==> config.mk <==
export PLATFORM = sky130hd
export DESIGN_NAME = rngs_ctrl
export DESIGN_NICKNAME = d
export VERILOG_FILES = /design/src/hdl/rngs_pkg.sv /design/src/hdl/rngs_ctrl.sv
export VERILOG_INCLUDE_DIRS = /design/src /design/src/hdl
export SDC_FILE = /design/constraint.sdc
export NUM_CORES = 1
export LEC_CHECK = 0
export CORE_ASPECT_RATIO = 0.8
export CORE_MARGIN = 2
export CORE_UTILIZATION = 35
export CTS_CLUSTER_DIAMETER = 100
export DETAILED_ROUTE_END_ITERATION = 16
export DONT_BUFFER_PORTS = 1
export GPL_TIMING_DRIVEN = 1
export PLACE_DENSITY_LB_ADDON = 0.08
export SLEW_MARGIN = 15
export SYNTH_ARGS = -nofsm -noshare
export SYNTH_HDL_FRONTEND = slang
export SYNTH_SLANG_ARGS = --single-unit
export TNS_END_PERCENT = 1
==> constraint.sdc <==
create_clock -name clk -period 2.2 [get_ports clk]
set_input_delay 0.11 -clock clk [delete_from_list [all_inputs] [get_ports clk]]
set_output_delay 0.11 -clock clk [all_outputs]
set_load 0.05 [all_outputs]
==> src/hdl/radius_nearest_group_select_top_assert.svh <==
// Assertion macros shared by the group selection block.
`ifndef RADIUS_NEAREST_GROUP_SELECT_TOP_ASSERT_SVH
`define RADIUS_NEAREST_GROUP_SELECT_TOP_ASSERT_SVH
// Implication in the same cycle.
`define RNGS_ASSERT_NOW(lbl, ante, cons, msg) \
  lbl: assert property (@(posedge clk) disable iff (!rst_n) (ante) |-> (cons)) else $error(msg);
// Implication in the following cycle.
`define RNGS_ASSERT_NEXT(lbl, ante, cons, msg) \
  lbl: assert property (@(posedge clk) disable iff (!rst_n) (ante) |=> (cons)) else $error(msg);
`endif

==> src/hdl/rngs_pkg.sv <==
// Package with constants and shared types of the group selection block.
package rngs_pkg;
  localparam int MAX_CANDIDATES = 64;
  localparam int MAX_GROUP      = 64;
  localparam int IDX_W  = $clog2(MAX_CANDIDATES);
  localparam int CNT_W  = $clog2(MAX_CANDIDATES + 1);
  localparam int KEPT_W = $clog2(MAX_GROUP);
  localparam int MEMB_W = 7;
  localparam int RAD_W  = 23;
  localparam int ID_W   = 32;
  localparam int MAP_W  = 16;
  localparam int POS_W  = 24;
  localparam int DIFF_W = POS_W + 1;
  localparam int SQ_W   = 2 * DIFF_W;
  localparam int ACC_W  = SQ_W;
  localparam int RSQ_W  = 2 * RAD_W;
  localparam int CFG_A_W = 2;
  localparam int CFG_D_W = RAD_W;

  localparam logic [CFG_A_W-1:0] CFG_MIN_MEMBERS = 2'd0;
  localparam logic [CFG_A_W-1:0] CFG_MAX_MEMBERS = 2'd1;
  localparam logic [CFG_A_W-1:0] CFG_RADIUS      = 2'd2;

  typedef struct packed {
    logic [ID_W-1:0]         id;
    logic [MAP_W-1:0]        map;
    logic signed [POS_W-1:0] x;
    logic signed [POS_W-1:0] y;
    logic signed [POS_W-1:0] z;
  } cand_t;

  localparam int CAND_W = $bits(cand_t);

  typedef struct packed {
    logic load;
    logic start;
    logic idx_inc;
    logic rd;
    logic seed_cmp;
    logic pass_clr;
    logic sq_step;
    logic rank_cmp;
    logic pick;
    logic emit_seed;
    logic pick_rd;
    logic emit_pick;
    logic emit_none;
    logic finish;
  } cmd_t;

  typedef struct packed {
    logic too_few;
    logic idx_last;
    logic skip;
    logic sub_last;
    logic found;
    logic limit_reached;
    logic group_low;
    logic kept_zero;
    logic emit_last;
    logic out_free;
  } stat_t;
endpackage

==> src/hdl/rngs_ctrl.sv <==
// Controller: sequences loading, seed search, ranking passes and result output.
`include "radius_nearest_group_select_top_assert.svh"
module rngs_ctrl (
  input  logic            clk,
  input  logic            rst_n,
  input  logic            in_valid,
  input  logic            in_final_candidate,
  output logic            in_ready,
  input  rngs_pkg::stat_t stat,
  output rngs_pkg::cmd_t  cmd
);
  import rngs_pkg::*;

  typedef enum logic [13:0] {
    S_IDLE     = 14'h0001,
    S_START    = 14'h0002,
    S_SEED_RD  = 14'h0004,
    S_SEED_CMP = 14'h0008,
    S_RANK_BEG = 14'h0010,
    S_RANK_RD  = 14'h0020,
    S_RANK_CHK = 14'h0040,
    S_RANK_SQ  = 14'h0080,
    S_RANK_CMP = 14'h0100,
    S_PICK     = 14'h0200,
    S_DECIDE   = 14'h0400,
    S_EMIT_SD  = 14'h0800,
    S_PICK_RD  = 14'h1000,
    S_PICK_OUT = 14'h2000
  } state_t;

  state_t state_r, state_nxt;
  logic   nogrp_r, nogrp_nxt;

  always_comb begin
    state_nxt = state_r;
    nogrp_nxt = nogrp_r;
    cmd       = '0;
    in_ready  = 1'b0;
    unique case (state_r)
      S_IDLE: begin
        in_ready = 1'b1;
        if (in_valid) begin
          cmd.load = 1'b1;
          if (in_final_candidate) begin
            state_nxt = S_START;
          end
        end
      end
      S_START: begin
        cmd.start = 1'b1;
        if (stat.too_few) begin
          nogrp_nxt = 1'b1;
          state_nxt = S_EMIT_SD;
        end else begin
          state_nxt = S_SEED_RD;
        end
      end
      S_SEED_RD: begin
        cmd.rd    = 1'b1;
        state_nxt = S_SEED_CMP;
      end
      S_SEED_CMP: begin
        cmd.seed_cmp = 1'b1;
        if (stat.idx_last) begin
          state_nxt = S_RANK_BEG;
        end else begin
          cmd.idx_inc = 1'b1;
          state_nxt   = S_SEED_RD;
        end
      end
      S_RANK_BEG: begin
        cmd.pass_clr = 1'b1;
        state_nxt    = stat.limit_reached ? S_DECIDE : S_RANK_RD;
      end
      S_RANK_RD: begin
        cmd.rd    = 1'b1;
        state_nxt = S_RANK_CHK;
      end
      S_RANK_CHK: begin
        if (!stat.skip) begin
          state_nxt = S_RANK_SQ;
        end else if (stat.idx_last) begin
          state_nxt = S_PICK;
        end else begin
          cmd.idx_inc = 1'b1;
          state_nxt   = S_RANK_RD;
        end
      end
      S_RANK_SQ: begin
        cmd.sq_step = 1'b1;
        if (stat.sub_last) begin
          state_nxt = S_RANK_CMP;
        end
      end
      S_RANK_CMP: begin
        cmd.rank_cmp = 1'b1;
        if (stat.idx_last) begin
          state_nxt = S_PICK;
        end else begin
          cmd.idx_inc = 1'b1;
          state_nxt   = S_RANK_RD;
        end
      end
      S_PICK: begin
        cmd.pick  = 1'b1;
        state_nxt = stat.found ? S_RANK_BEG : S_DECIDE;
      end
      S_DECIDE: begin
        nogrp_nxt = stat.group_low;
        state_nxt = S_EMIT_SD;
      end
      S_EMIT_SD: begin
        if (stat.out_free) begin
          if (nogrp_r) begin
            cmd.emit_none = 1'b1;
            cmd.finish    = 1'b1;
            nogrp_nxt     = 1'b0;
            state_nxt     = S_IDLE;
          end else begin
            cmd.emit_seed = 1'b1;
            if (stat.kept_zero) begin
              cmd.finish = 1'b1;
              state_nxt  = S_IDLE;
            end else begin
              state_nxt = S_PICK_RD;
            end
          end
        end
      end
      S_PICK_RD: begin
        cmd.pick_rd = 1'b1;
        state_nxt   = S_PICK_OUT;
      end
      S_PICK_OUT: begin
        if (stat.out_free) begin
          cmd.emit_pick = 1'b1;
          if (stat.emit_last) begin
            cmd.finish = 1'b1;
            state_nxt  = S_IDLE;
          end else begin
            state_nxt = S_PICK_RD;
          end
        end
      end
      default: begin
        state_nxt = S_IDLE;
      end
    endcase
  end

  always_ff @(posedge clk) begin
    if (!rst_n) begin
      state_r <= S_IDLE;
      nogrp_r <= 1'b0;
    end else begin
      state_r <= state_nxt;
      nogrp_r <= nogrp_nxt;
    end
  end

  `RNGS_ASSERT_NOW(a_cmp_after_sq, state_r == S_RANK_CMP, $past(state_r) == S_RANK_SQ, "bad compare")
  `RNGS_ASSERT_NEXT(a_pickout_after_rd, state_r == S_PICK_RD, state_r == S_PICK_OUT, "bad read")
  `RNGS_ASSERT_NOW(a_ready_only_idle, in_ready, state_r == S_IDLE, "request taken while busy")
endmodule

==> results of run 1 <==
==> registers in the layout, summed over array words and instances, names as in the netlist <==
signal,cells
nogrp_r,1
state_r,14
==> repair_timing <==
item	in CTS	in global routing
hold endpoints to repair	7	1
gates cloned	0	0
endpoints found under the setup margin	5	8
hold buffers	3	1
resized for setup	4	10
buffers inserted	1	2
pin swaps	3	5
==> per-stage QoR <==
step           instances  utilization (%)
2_1_floorplan        140                -
3_3_place_gp         188             45.1
5_1_grt              199             51.1
3_5_place_dp         188             45.1
6_report             199             51.1
4_1_cts              196             48.8
==> worst max-delay path, delay by kind of cell, from the launching register on <==
family | cells | cell delay [ns]
AO/OA/AOI/OAI | 1 | 0.19
buffers and inverters | 1 | 0.13
flip-flops | 1 | 0.35
AND/OR/NAND/NOR | 4 | 1.16
==> power by group through the flow <==
stage	clock [W]	combinational [W]	sequential (W)
floorplan	0	0.000209	0.000304
global placement	0	0.000302	0.000311
detailed placement	0	0.000304	0.000311
CTS	0.000231	0.000320	0.000305
global route	0.000245	0.000370	0.000311
finish	0.000223	0.000346	0.000308
==> cells in the final DEF (no fill, tap or decap), types with 3 or more instances in the layout <==
master and count:
buf_4 13, dlygate4sd3_1 4, o22ai_1 3, buf_12 5
nor3_1 7, and2_1 4, nand3b_1 3, o21ai_0 5
nand2_1 8, a21oi_1 6, clkbuf_8 3, nand3_1 5
inv_1 6, nor2b_1 8, nor2_1 21, xor2_1 4
dfxtp_1 13
==> cell type report <==
class                      count  area [sq um]
fill                         280          1360
multi-input combinational    112           752
sequential                    15           303
timing repair buffer          23           249
tap                           38          47.5
clock buffer                   4          45.0
inverter                       7          26.3
==> cells by family (layout without fill, tap and decap cells) <==
family / after synthesis / after routing / share of synthesized area, %
XOR/XNOR: 6 / 6 / 5.10
flip-flops: 15 / 15 / 29.1
AO/OA/AOI/OAI: 28 / 28 / 17.4
buffers and inverters: 13 / 34 / 4.85
AND/OR/NAND/NOR: 78 / 78 / 43.6
==> per-layer routing <==
layer / GRT usage, % / share of wire, %
met1: 26.1 / 50
met2: 30.9 / 44
met3: 6.24 / 6.4
met4: 4.26 / 0
met5: 0 / 0
==> how the worst min path moves through the flow <==
| stage | endpoint | slack [ns] | cells after the start |
|---|---|---|---|
| 4_1_cts | state_r[7] | 0.002 | 1 |
| 3_5_place_dp | state_r[0] | 0.20 | 1 |
| 6_report | state_r[6] | 0.01 | 2 |
| 3_3_place_gp | state_r[0] | 0.21 | 1 |
| 5_1_grt | nogrp_r | 0.003 | 1 |
| 2_1_floorplan | state_r[9] | 0.22 | 2 |
==> impl_metrics.py, run 1 <==
metrics = {
    "outcome": {
        "status": "finished, final reports clean",
    },
    "power": {
        "p_clk_share_pct": 25.4,
        "ir_drop_mv": 0.378,
        "seq_power_share_pct": 35.1,
        "p_total_w": 0.000877,
        "p_sw_share_pct": 36.0,
        "p_leak_nw": 0.563,
        "p_per_area_nw_per_um2": 616,
        "internal_power_w": 0.000561,
        "p_switching_w": 0.000316,
        "pwr-share-comb_pct": 39.5,
    },
    "run": {
        "maxCapViolCount": 0,
    },
    "routing": {
        "routed_wirelength_um": 3030,
        "firstDrtPassIters": 4,
        "drc": 0,
        "antenna_left": 0,
        "wl_per_cell_um": 15.2,
        "viasPerCell": 5.51,
        "num_vias": 1096,
        "drtIter0Drc": 45,
    },
    "worst_setup_path": {
        "crit_path_max_incr_delay_ns": 0.56,
        "crit_type": "reg2out",
        "ff2ff_setup_slack_ns": 0.15,
        "worstPathCellList": "or4_4 -> nor3b_4 -> nand3_2 -> o2bb2ai_2 -> and2_4 -> buf_12",
        "cp-end-kind": "output pin",
        "rr_startpoint": "state_r[7]",
        "endpoint": "cmd[0]",
        "critPathLaunch": "state_r[7]",
        "crit_required_ns": 2.09,
        "startpoint_type": "register",
        "cp_max_fo": 5,
        "critPathSlowestCell": "or4_4",
        "cp.arrival_ns": 2.06,
        "rr_worst_depth": 7,
        "r2r-end": "state_r[0]",
    },
    "yosys": {
        "synth_top_cell_by_area": "dfxtp_1",
        "synth.cell_area_sq_um": 1030,
        "synth_cells": 140,
        "yosys_warnings": 0,
        "synth_top_area_share_pct": 29.1,
        "synth_area_leaders": "dfxtp_1 29%, nor2_1 8.0%, nor2b_1 4.9%",
        "ys_seq_area_share_pct": 29.1,
        "synth_common_cells": "22 x nor2_1, 15 x dfxtp_1, 8 x nand2_1, 8 x nor2b_1, 8 x nor3_1",
        "synth_edf_count": 0,
        "ys_types": 39,
        "synth_fp_nets": 154,
        "ys.flop_type": "dfxtp_1",
        "synth_seq_cells": 15,
        "async_reset_ff_share_pct": 0,
        "avgSynthCellArea_sq_um": 7.36,
        "yosysMostFrequentCell": "nor2_1",
    },
    "timing": {
        "max_freq_mhz": 461,
        "slew_violations": 0,
        "skew_ns": 0.00165,
        "fin_hold_ws_ns": 0.0114,
        "hold_violations": 0,
        "rsz0062_at_grt": "yes",
        "setup_tns_ns": 0,
        "timing.final.crit_share_pct": 98.7,
        "slew_headroom_pct": 68.4,
        "setup-violations-final": 0,
        "max_slew.worst_pin.slew_ns": 0.470,
        "fin_crit_ns": 2.17,
        "setup_ws_ns": 0.0295,
    },
    "placement": {
        "portBuffers": 0,
        "place_area_sq_um": 1260,
        "pre_cts_ws_ns": 0.122,
        "hpwlAfterDp_um": 2300,
        "place_congestion": 0.929,
    },
    "clock_tree": {
        "cts_sinks": 15,
        "numCtsBuffers": 3,
        "cts_buffer_depth": 2,
        "cts_tree": "done",
        "ctsRootBufferMaster": "clkbuf_8",
        "clk_transition_reported_paths_ns": 0.06,
        "clk_latency_ns": 0.25,
        "htree_num_levels": 1,
    },
    "floorplan": {
        "die_h_um": 52.5,
        "dieArea_sq_um": 3400,
        "design.core.area_sq_um": 2790,
        "ios": 29,
        "initial_core_util_pct": 37.0,
        "num_rows": 17,
        "fp.dieW_um": 64.7,
    },
    "global_route": {
        "antenna_found_initial": 0,
        "grt_first_pass_wirelength_um": 4970,
        "grt_start_max_net_pins": 10,
        "grt_usage_pct": 19.5,
        "grt-ovfl-total": 0,
        "grt_pass1_vias": 1033,
    },
    "worst_hold_path": {
        "hp-class": "in2reg",
        "min_from": "rst_n",
    },
    "final_layout": {
        "nets": 176,
        "design_area_sq_um": 1420,
        "final_layout_size_suffix_gt1_share_pct": 26.7,
        "syn_to_final_growth_pct": 38.0,
        "diodes": 0,
    },
}
Power figures use the tool's default switching activity.
==> run 2: changes to the inputs <==
- CORE_UTILIZATION: 35 -> 45
==> run 2 against run 1 <==
The run now ends with setup timing left. Clock-buffer cell count unchanged. Combinational power fell by 1%. Critical path depth did not move. Utilization up 15 points. Hold slack lost 0.010 ns.
==> impl_metrics.py, run 2 (synthesis results as in run 1) <==
metrics = {
    "outcome": {
        "status": "finished, violations left",
        "violations": "setup timing",
    },
    "timing": {
        "skew_ns": 0.00770,
        "timing.final.crit_share_pct": 102,
        "setup-violations-final": 3,
        "hold_violations": 0,
        "slew_headroom_pct": 57.4,
        "fin_crit_ns": 2.24,
        "max_freq_mhz": 446,
        "setup_tns_ns": -0.104,
        "fin_hold_ws_ns": 0.00135,
        "max_slew.worst_pin.slew_ns": 0.633,
        "setup_ws_ns": -0.0397,
        "slew_violations": 0,
        "rsz0062_at_grt": "yes",
    },
    "worst_hold_path": {
        "hp-class": "in2reg",
        "min_from": "stat[8]",
    },
    "routing": {
        "num_vias": 1104,
        "drc": 0,
        "routed_wirelength_um": 2970,
        "firstDrtPassIters": 4,
        "viasPerCell": 5.94,
        "wl_per_cell_um": 16.0,
        "drtIter0Drc": 66,
        "antenna_left": 0,
    },
    "final_layout": {
        "final_cell_mix": "21 x nor2_1, 12 x dfxtp_1, 12 x buf_4",
        "largest-register": "state_r",
        "final_layout_size_suffix_gt1_share_pct": 29.2,
        "final_util_pct": 65.9,
        "syn_to_final_growth_pct": 37.9,
        "nets": 176,
        "diodes": 0,
        "largest_register_ffs": 14,
        "largestRegisters": "state_r: 14 flops, nogrp_r: 1 flops",
        "final_common_cell": "nor2_1",
    },
    "placement": {
        "pre_cts_ws_ns": 0.124,
        "hpwlAfterDp_um": 2190,
        "portBuffers": 0,
        "place_congestion": 0.938,
    },
    "clock_tree": {
        "cts_buffer_depth": 2,
        "htree_num_levels": 1,
        "cts_tree": "done",
        "clk_transition_reported_paths_ns": 0.09,
        "ctsRootBufferMaster": "clkbuf_4",
        "numCtsBuffers": 3,
        "clk_latency_ns": 0.29,
        "cts_sinks": 15,
    },
    "global_route": {
        "grt_first_pass_wirelength_um": 4640,
        "grt_usage_pct": 23.1,
        "grt_start_max_net_pins": 13,
        "grt-ovfl-total": 0,
        "antenna_found_initial": 0,
        "grt_pass1_vias": 1012,
    },
    "floorplan": {
        "dieArea_sq_um": 2690,
        "num_rows": 15,
        "design.core.area_sq_um": 2160,
        "initial_core_util_pct": 47.8,
        "ios": 29,
        "die_h_um": 46.8,
        "fp.dieW_um": 57.5,
    },
    "worst_setup_path": {
        "worstPathCellList": "or4_4 -> nor3b_4 -> nand3_4 -> o2bb2ai_4 -> and2_4 -> buf_12",
        "startpoint_type": "register",
        "rr_worst_depth": 6,
        "cp-end-kind": "output pin",
        "r2r-end": "state_r[0]",
        "cp.arrival_ns": 2.13,
        "endpoint": "cmd[0]",
        "cp_max_fo": 5,
        "crit_type": "reg2out",
        "crit_path_max_incr_delay_ns": 0.57,
        "rr_startpoint": "state_r[6]",
        "critPathLaunch": "state_r[6]",
        "critPathSlowestCell": "or4_4",
        "ff2ff_setup_slack_ns": 0.12,
        "crit_required_ns": 2.09,
    },
    "power": {
        "ir_drop_mv": 0.458,
        "p_leak_nw": 0.560,
        "p_total_w": 0.000810,
        "p_per_area_nw_per_um2": 570,
    },
    "run": {
        "maxCapViolCount": 0,
    },
}
[run 2: cell counts in the layout (fill, tap and decap cells not counted)]
Identical to the previous run, type by type.
[run 2: worst max-delay path: cells and delay by family, from the launching register on]
kind / cells / cell delay, ns
AOI/OAI and AO/OA: 1 / 0.16
buffers and inverters: 1 / 0.12
DFF: 1 / 0.36
and+or+nand+nor: 4 / 1.20
[run 2: timing repair]
action / CTS / global route
hold endpoints to repair: 12 / 0
setup buffers: 1 / 2
resized for setup: 8 / 13
pin swaps: 1 / 4
hold buffers: 4 / 0
endpoints found under the setup margin: 4 / 10
[run 2: worst min path at each step]
stage | cells past startpoint | end
floorplan | 2 | state_r[9]
CTS | 2 | state_r[4]
global placement | 1 | state_r[0]
finish | 2 | state_r[4]
global route | 2 | state_r[4]
detailed placement | 1 | state_r[0]
[run 2: metal layers]
metal / wire [um] / track usage (%) / vias to the layer above
met1: 1410 / 31.2 / 512
met4: 29 / 4.65 / 0
li1: - / - / 545
met3: 227 / 6.89 / 4
met5: 0 / 0 / -
met2: 1300 / 37.5 / 43
[run 2: cell type report]
cell class              instances  area [sq um]
multi-input cells             112           781
fillers                       208           737
flip-flops and latches         15           304
repair buffers                 23           253
well taps                      25          31.3
clock buffers                   4          26.3
inverters                       7          26.3
[run 2: per-stage QoR]
stage / area (sq um) / cells
CTS: 1350 / 184
detailed placement: 1240 / 175
global route: 1420 / 186
finish: 1420 / 186
floorplan: 1040 / 140
global placement: 1240 / 175
[run 2: power by group]
part | internal (W) | switching (W) | total (W)
Combinational | 0.000144 | 0.000198 | 0.000342
Sequential | 0.000284 | 0.0000257 | 0.000310
Clock | 0.0000705 | 0.0000879 | 0.000158
